## src/rtl/core/mpbd_pkg.sv

```systemverilog
// Shared types, mode tables and color helpers of the multi-palette bitplane decoder.
package mpbd_pkg;

    // Register indexes of the configuration port
    localparam logic [1:0] CFG_MODE  = 2'd0;
    localparam logic [1:0] CFG_STE   = 2'd1;
    localparam logic [1:0] CFG_EXTRA = 2'd2;

    typedef enum logic [3:0] {
        S_IDLE,
        S_EXT,
        S_COL,
        S_WR,
        S_CNT,
        S_PX_BEGIN,
        S_LD_RD,
        S_LD_CAP,
        S_CHG_CHK,
        S_CHG_CAP,
        S_EMIT
    } t_state;

    // Control group toward the active palette / pixel shifter
    typedef struct packed {
        logic        clear;
        logic        wr_en;
        logic [3:0]  wr_idx;
        logic [23:0] wr_data;
        logic        load_sh;
        logic        shift_sh;
    } t_act_ctl;

    function automatic logic [5:0] f_ncolors(input logic [1:0] m);
        case (m)
            2'd0:    return 6'd54;
            2'd1:    return 6'd48;
            2'd2:    return 6'd56;
            default: return 6'd54;
        endcase
    endfunction

    function automatic logic [3:0] f_nfixed(input logic [1:0] m);
        case (m)
            2'd3:    return 4'd6;
            default: return 4'd0;
        endcase
    endfunction

    function automatic logic f_border(input logic [1:0] m);
        case (m)
            2'd3:    return 1'b0;
            default: return 1'b1;
        endcase
    endfunction

    // Second border slot of a line: (ncolors - 1) rounded down to 16
    function automatic logic [5:0] f_border_col(input logic [1:0] m);
        case (m)
            2'd0:    return 6'd48;
            2'd1:    return 6'd32;
            2'd2:    return 6'd48;
            default: return 6'd0;
        endcase
    endfunction

    function automatic logic [8:0] f_x0(input logic [1:0] m);
        case (m)
            2'd0:    return 9'd33;
            2'd1:    return 9'd9;
            2'd2:    return 9'd4;
            default: return 9'd69;
        endcase
    endfunction

    function automatic logic [8:0] f_width(input logic [1:0] m);
        case (m)
            2'd3:    return 9'd416;
            default: return 9'd320;
        endcase
    endfunction

    function automatic logic [8:0] f_height(input logic [1:0] m);
        case (m)
            2'd3:    return 9'd273;
            default: return 9'd199;
        endcase
    endfunction

    // Palette entries stored per line
    function automatic logic [5:0] f_stride(input logic [1:0] m);
        case (m)
            2'd0:    return 6'd54;
            2'd1:    return 6'd48;
            2'd2:    return 6'd56;
            default: return 6'd48;
        endcase
    endfunction

    function automatic logic [13:0] f_pal_size(input logic [1:0] m);
        case (m)
            2'd0:    return 14'd10746;
            2'd1:    return 14'd9552;
            2'd2:    return 14'd11144;
            default: return 14'd13104;
        endcase
    endfunction

    // Packed palette length in bytes, per mode and color size
    function automatic logic [16:0] f_packed(input logic [1:0] m, input logic [1:0] csel);
        logic [3:0] k;
        k = {m, csel};
        case (k)
            4'h0:    return 17'd11642;
            4'h1:    return 17'd15522;
            4'h2:    return 17'd19404;
            4'h4:    return 17'd10300;
            4'h5:    return 17'd13732;
            4'h6:    return 17'd17164;
            4'h8:    return 17'd12090;
            4'h9:    return 17'd16120;
            4'hA:    return 17'd20150;
            4'hC:    return 17'd14742;
            4'hD:    return 17'd19656;
            4'hE:    return 17'd24570;
            default: return 17'd11642;
        endcase
    endfunction

    function automatic logic [3:0] f_bits(input logic [1:0] csel);
        case (csel)
            2'd1:    return 4'd12;
            2'd2:    return 4'd15;
            default: return 4'd9;
        endcase
    endfunction

    function automatic logic [8:0] f_col_step(input logic [1:0] m, input logic [5:0] cc);
        case (m)
            2'd0: begin
                if (cc == 6'd15)      return 9'd88;
                else if (cc == 6'd31) return 9'd12;
                else if (cc == 6'd37) return 9'd100;
                else                  return 9'd4;
            end
            2'd1:    return cc[0] ? 9'd16 : 9'd4;
            2'd2:    return 9'd8;
            default: begin
                if (cc == 6'd15)      return 9'd112;
                else if (cc == 6'd31) return 9'd12;
                else if (cc == 6'd37) return 9'd100;
                else                  return 9'd4;
            end
        endcase
    endfunction

    // Spread a packed color into 8-bit components
    function automatic logic [23:0] f_unpack(input logic [14:0] c, input logic [1:0] csel);
        case (csel)
            2'd0:    return {c[8:6], 5'd0, c[5:3], 5'd0, c[2:0], 5'd0};
            2'd1:    return {c[10:8], c[11], 4'd0, c[6:4], c[7], 4'd0,
                             c[2:0], c[3], 4'd0};
            2'd2:    return {c[10:8], c[11], c[14], 3'd0, c[6:4], c[7], c[13], 3'd0,
                             c[2:0], c[3], c[12], 3'd0};
            default: return 24'd0;
        endcase
    endfunction

endpackage

```

## src/rtl/core/mpbd_act_pal.sv

```systemverilog
// Active 16-entry palette and the bitplane shifter that picks one entry per pixel.
module mpbd_act_pal
    import mpbd_pkg::*;
(
    input  logic        i_clk,
    input  logic        i_rst_n,
    input  t_act_ctl    i_ctl,
    input  logic [63:0] i_planes,
    output logic [23:0] o_rgb
);

    logic [23:0] r_pal [16];
    logic [63:0] r_sh;
    logic [3:0]  w_idx;

    // Clear all palette entries or update one entry
    always_ff @(posedge i_clk) begin
        if (!i_rst_n || i_ctl.clear) begin
            for (int i = 0; i < 16; i++) begin
                r_pal[i] <= 24'd0;
            end
        end else if (i_ctl.wr_en) begin
            r_pal[i_ctl.wr_idx] <= i_ctl.wr_data;
        end
    end

    // Load a group of plane words, then advance one pixel per shift
    always_ff @(posedge i_clk) begin
        if (i_ctl.load_sh) begin
            r_sh <= i_planes;
        end else if (i_ctl.shift_sh) begin
            r_sh <= {r_sh[62:0], 1'b0};
        end
    end

    // One bit from each of the four planes forms the color index
    assign w_idx = {r_sh[15], r_sh[31], r_sh[47], r_sh[63]};
    assign o_rgb = r_pal[w_idx];

endmodule

```

## config.mk

```make
export PLATFORM = sky130hd
export DESIGN_NAME = mpbd_act_pal
export DESIGN_NICKNAME = d
export VERILOG_FILES = /design/src/rtl/core/mpbd_pkg.sv /design/src/rtl/core/mpbd_act_pal.sv
export SDC_FILE = /design/constraint.sdc
export NUM_CORES = 1
export LEC_CHECK = 0
export BUFFER_PORTS_ARGS = -buffer_cell sky130_fd_sc_hd__buf_4
export CORE_MARGIN = 2
export CORE_UTILIZATION = 56
export DETAILED_ROUTE_END_ITERATION = 8
export GPL_TIMING_DRIVEN = 0
export PLACE_DENSITY = 0.8
export SLEW_MARGIN = 0
export SYNTH_ARGS = -nofsm -noshare
export SYNTH_HDL_FRONTEND = slang
export SYNTH_SLANG_ARGS = --single-unit
```

## constraint.sdc

```tcl
create_clock -name i_clk -period 3.75 [get_ports i_clk]
set_input_delay 0.375 -clock i_clk [delete_from_list [all_inputs] [get_ports i_clk]]
set_output_delay 0.375 -clock i_clk [all_outputs]
set_load 0.005 [all_outputs]
```

==> results.sh <==
export IMPL_outcome="finished, final reports clean"
export IMPL_yosysUniqueCellTypes=19
export IMPL_syn_to_final_growth_pct=19.0
export IMPL_grt_pass1_wl_um=75000
export IMPL_grt_pass1_vias=12594
export IMPL_setup_tns_ps=0
export IMPL_htree_levels=2
export IMPL_core_sq_mm=0.0343
export IMPL_syn_inst=1300
export IMPL_start_util_pct=56.4
export IMPL_grt_max_degree=69
export IMPL_die_y_um=190
export IMPL_r2r_cells=2
export IMPL_clkSinkCount=452
export IMPL_drtPass1Iterations=7
export IMPL_ys_seq_area_share_pct=70.0
export IMPL_switching_power_mw=2.78
export IMPL_finalSetupViolCount=0
export IMPL_hpwl_um=32700
export IMPL_worst_ep_arrival_time_ps=3110
export IMPL_start_kind="flop"
export IMPL_fp_dieW_um=190
export IMPL_drt_iter0_markers=1763
export IMPL_io_pins=122
export IMPL_cp_max_fo=10
export IMPL_ff2ff_setup_slack_ps=2700
export IMPL_die_area_sq_mm=0.0360
export IMPL_numPortBuffers=121
export IMPL_via_per_inst=6.28
export IMPL_reg2reg_from="r_sh[30]"
export IMPL_rows=68
export IMPL_clockBufferDepth=3
export IMPL_cts_tree="done"
export IMPL_insertion_delay_ps=550
export IMPL_clock_skew_ps=5.50
export IMPL_grt_use_total_pct=28.8
export IMPL_wl_per_cell_um=25.8
export IMPL_place_area_sq_mm=0.0213
export IMPL_criticalPathCategory="flop to primary output"
export IMPL_seqPwrFrac_pct=47.6
export IMPL_period_share_pct=92.8
export IMPL_slew_limit_headroom_pct=20.4
export IMPL_antenna_cells=0
export IMPL_crit_end="o_rgb[14]"
export IMPL_antenna_found_initial=0
export IMPL_rsz0062_at_grt="false"
export IMPL_drc=0
export IMPL_max_slew_worst_pin_slew_ps=1190
export IMPL_pwr_share_comb_pct=10.9
export IMPL_hold_path_startpoint="i_planes[0]"
export IMPL_endpoint_kind="primary output"
export IMPL_cp_required_ps=3380
export IMPL_ir_worst_vdd_mv=0.368
export IMPL_switching_share_pct=22.2
export IMPL_gr_total_overflow=0
export IMPL_syn_area_sq_mm=0.0193
export IMPL_p_per_area_mw_per_mm2=545
export IMPL_slew_viol_final=0
export IMPL_p_leak_nw=8.19
export IMPL_design_area_sq_mm=0.0230
export IMPL_ctsResizeCount=0
export IMPL_clkPwrFrac_pct=41.5
export IMPL_numCtsBuffers=45
export IMPL_max_freq_ghz=0.287
export IMPL_syn_area_per_cell_sq_um=14.9
export IMPL_hold_viol=0
export IMPL_yosys_warnings=0
export IMPL_utilization_pct=67.1
export IMPL_nets=1578
export IMPL_drt_wl_total_um=50800
export IMPL_gp_congestion=0.837
export IMPL_internal_power_mw=9.75
export IMPL_cts_hold_repair_buffers=0
export IMPL_synth_nets=1398
export IMPL_maxCapViolCount=0
export IMPL_clockRootBuffer="clkbuf_16"
export IMPL_min_delay_path_class="input port to flop"
export IMPL_ys_ff_latch=452
export IMPL_drive_above_1_share_pct=26.8
export IMPL_vias=12365
export IMPL_postCtsSetupBuffers=0
export IMPL_postRouteAntennaNets=0
export IMPL_clk_pin_slew_worst_paths_ps=60
export IMPL_nFillCells=2247
export IMPL_fin_crit_ps=3480
## cells by family (layout without fill, tap and decap cells)
family	after synthesis	after routing	synth area share (%)
mux	163	163	15.1
buf+inv	98	313	2.21
simple gates	523	523	10.4
flops	452	452	70.0
compound gates	64	64	2.28
## cell type report
cell class | instances | area [sq um] | share of cell area (%)
sequential | 452 | 13500 | 58.8
clock buffer | 55 | 1220 | 5.29
buffer | 98 | 430 | 1.87
timing repair buffer | 133 | 1220 | 5.32
tap | 455 | 569 | 2.47
clock inverter | 27 | 485 | 2.11
multi-input combinational | 750 | 5550 | 24.1
## per-layer routing
| layer | wire length [um] | part of all wire [%] | global-route usage, % |
|---|---|---|---|
| met1 | 17400 | 34 | 37.8 |
| met2 | 24600 | 48 | 46.6 |
| met3 | 6390 | 13 | 6.33 |
| met4 | 2390 | 4.7 | 13.5 |
| met5 | 0 | 0 | 0 |
## synthesized netlist by cell type (all sizes together)
| cell | count | area share, % |
|---|---|---|
| mux4 | 96 | 11 |
| nand2 | 121 | 2.3 |
| a22oi | 48 | 1.9 |
| nor2b | 5 | 0.16 |
| buf | 24 | 0.77 |
| nand4b | 2 | 0.091 |
| nand4 | 1 | 0.032 |
| edfxtp | 448 | 70 |
| and2 | 3 | 0.097 |
| dfxtp | 4 | 0.41 |
| nand4bb | 1 | 0.058 |
| clkbuf | 74 | 1.4 |
| mux2 | 67 | 3.9 |
| nand2b | 2 | 0.065 |
| or2 | 2 | 0.065 |
| o21ai | 16 | 0.41 |
| nor2 | 386 | 7.5 |
## how the worst min path moves through the flow
stage | to | slack (ps) | cells after the start
2_1_floorplan | flop | 450 | 1
3_3_place_gp | flop | 460 | 1
3_5_place_dp | flop | 480 | 1
4_1_cts | r_sh[0] | 90 | 2
5_1_grt | r_sh[0] | 100 | 2
6_report | r_sh[0] | 110 | 2
## power groups by stage
stage,combinational [mW],clock [mW],sequential (mW)
6_report,1.37,5.20,5.96
5_1_grt,1.45,5.38,5.99
4_1_cts,1.37,5.20,5.96
3_5_place_dp,1.35,0,6.07
3_3_place_gp,1.27,0,6.07
2_1_floorplan,0.781,0,6.03
## per-stage QoR
stage          hold slack [ps]  total power [mW]  setup slack [ps]  std cells
3_3_place_gp               459              7.33             -1760       1876
2_1_floorplan              450              6.81               381       1300
3_5_place_dp               477              7.42               418       1888
5_1_grt                    102              12.8               183       1970
6_report                   110              12.5               270       1970
4_1_cts                   94.9              12.5               302       1970
## placed cells by master, fill, tap and decap left out, drive strengths merged, types with 3 or more instances in the layout
cell type  synthesis  final
nand2            121    121
dfxtp              4      4
clkbuf            74    129
mux2              67     67
bufinv             0     14
a22oi             48     48
nor2             386    386
and2               3      3
edfxtp           448    448
o21ai             16     16
mux4              96     96
nor2b              5      5
buf               24    157
clkinv             0     12
## state kept, by name, summed over array words and instances (netlist names), named ones only
register  count
r_sh         64
r_pal       384
## worst max-delay path: stages, from the launching register on
cell and delay [ps]:
dfxtp_1 310, clkbuf_1 280, clkbuf_1 700, mux4_2 440
a22oi_1 430, nand2_1 200, buf_4 190
No activity file was read; power rests on OpenSTA's default activity.
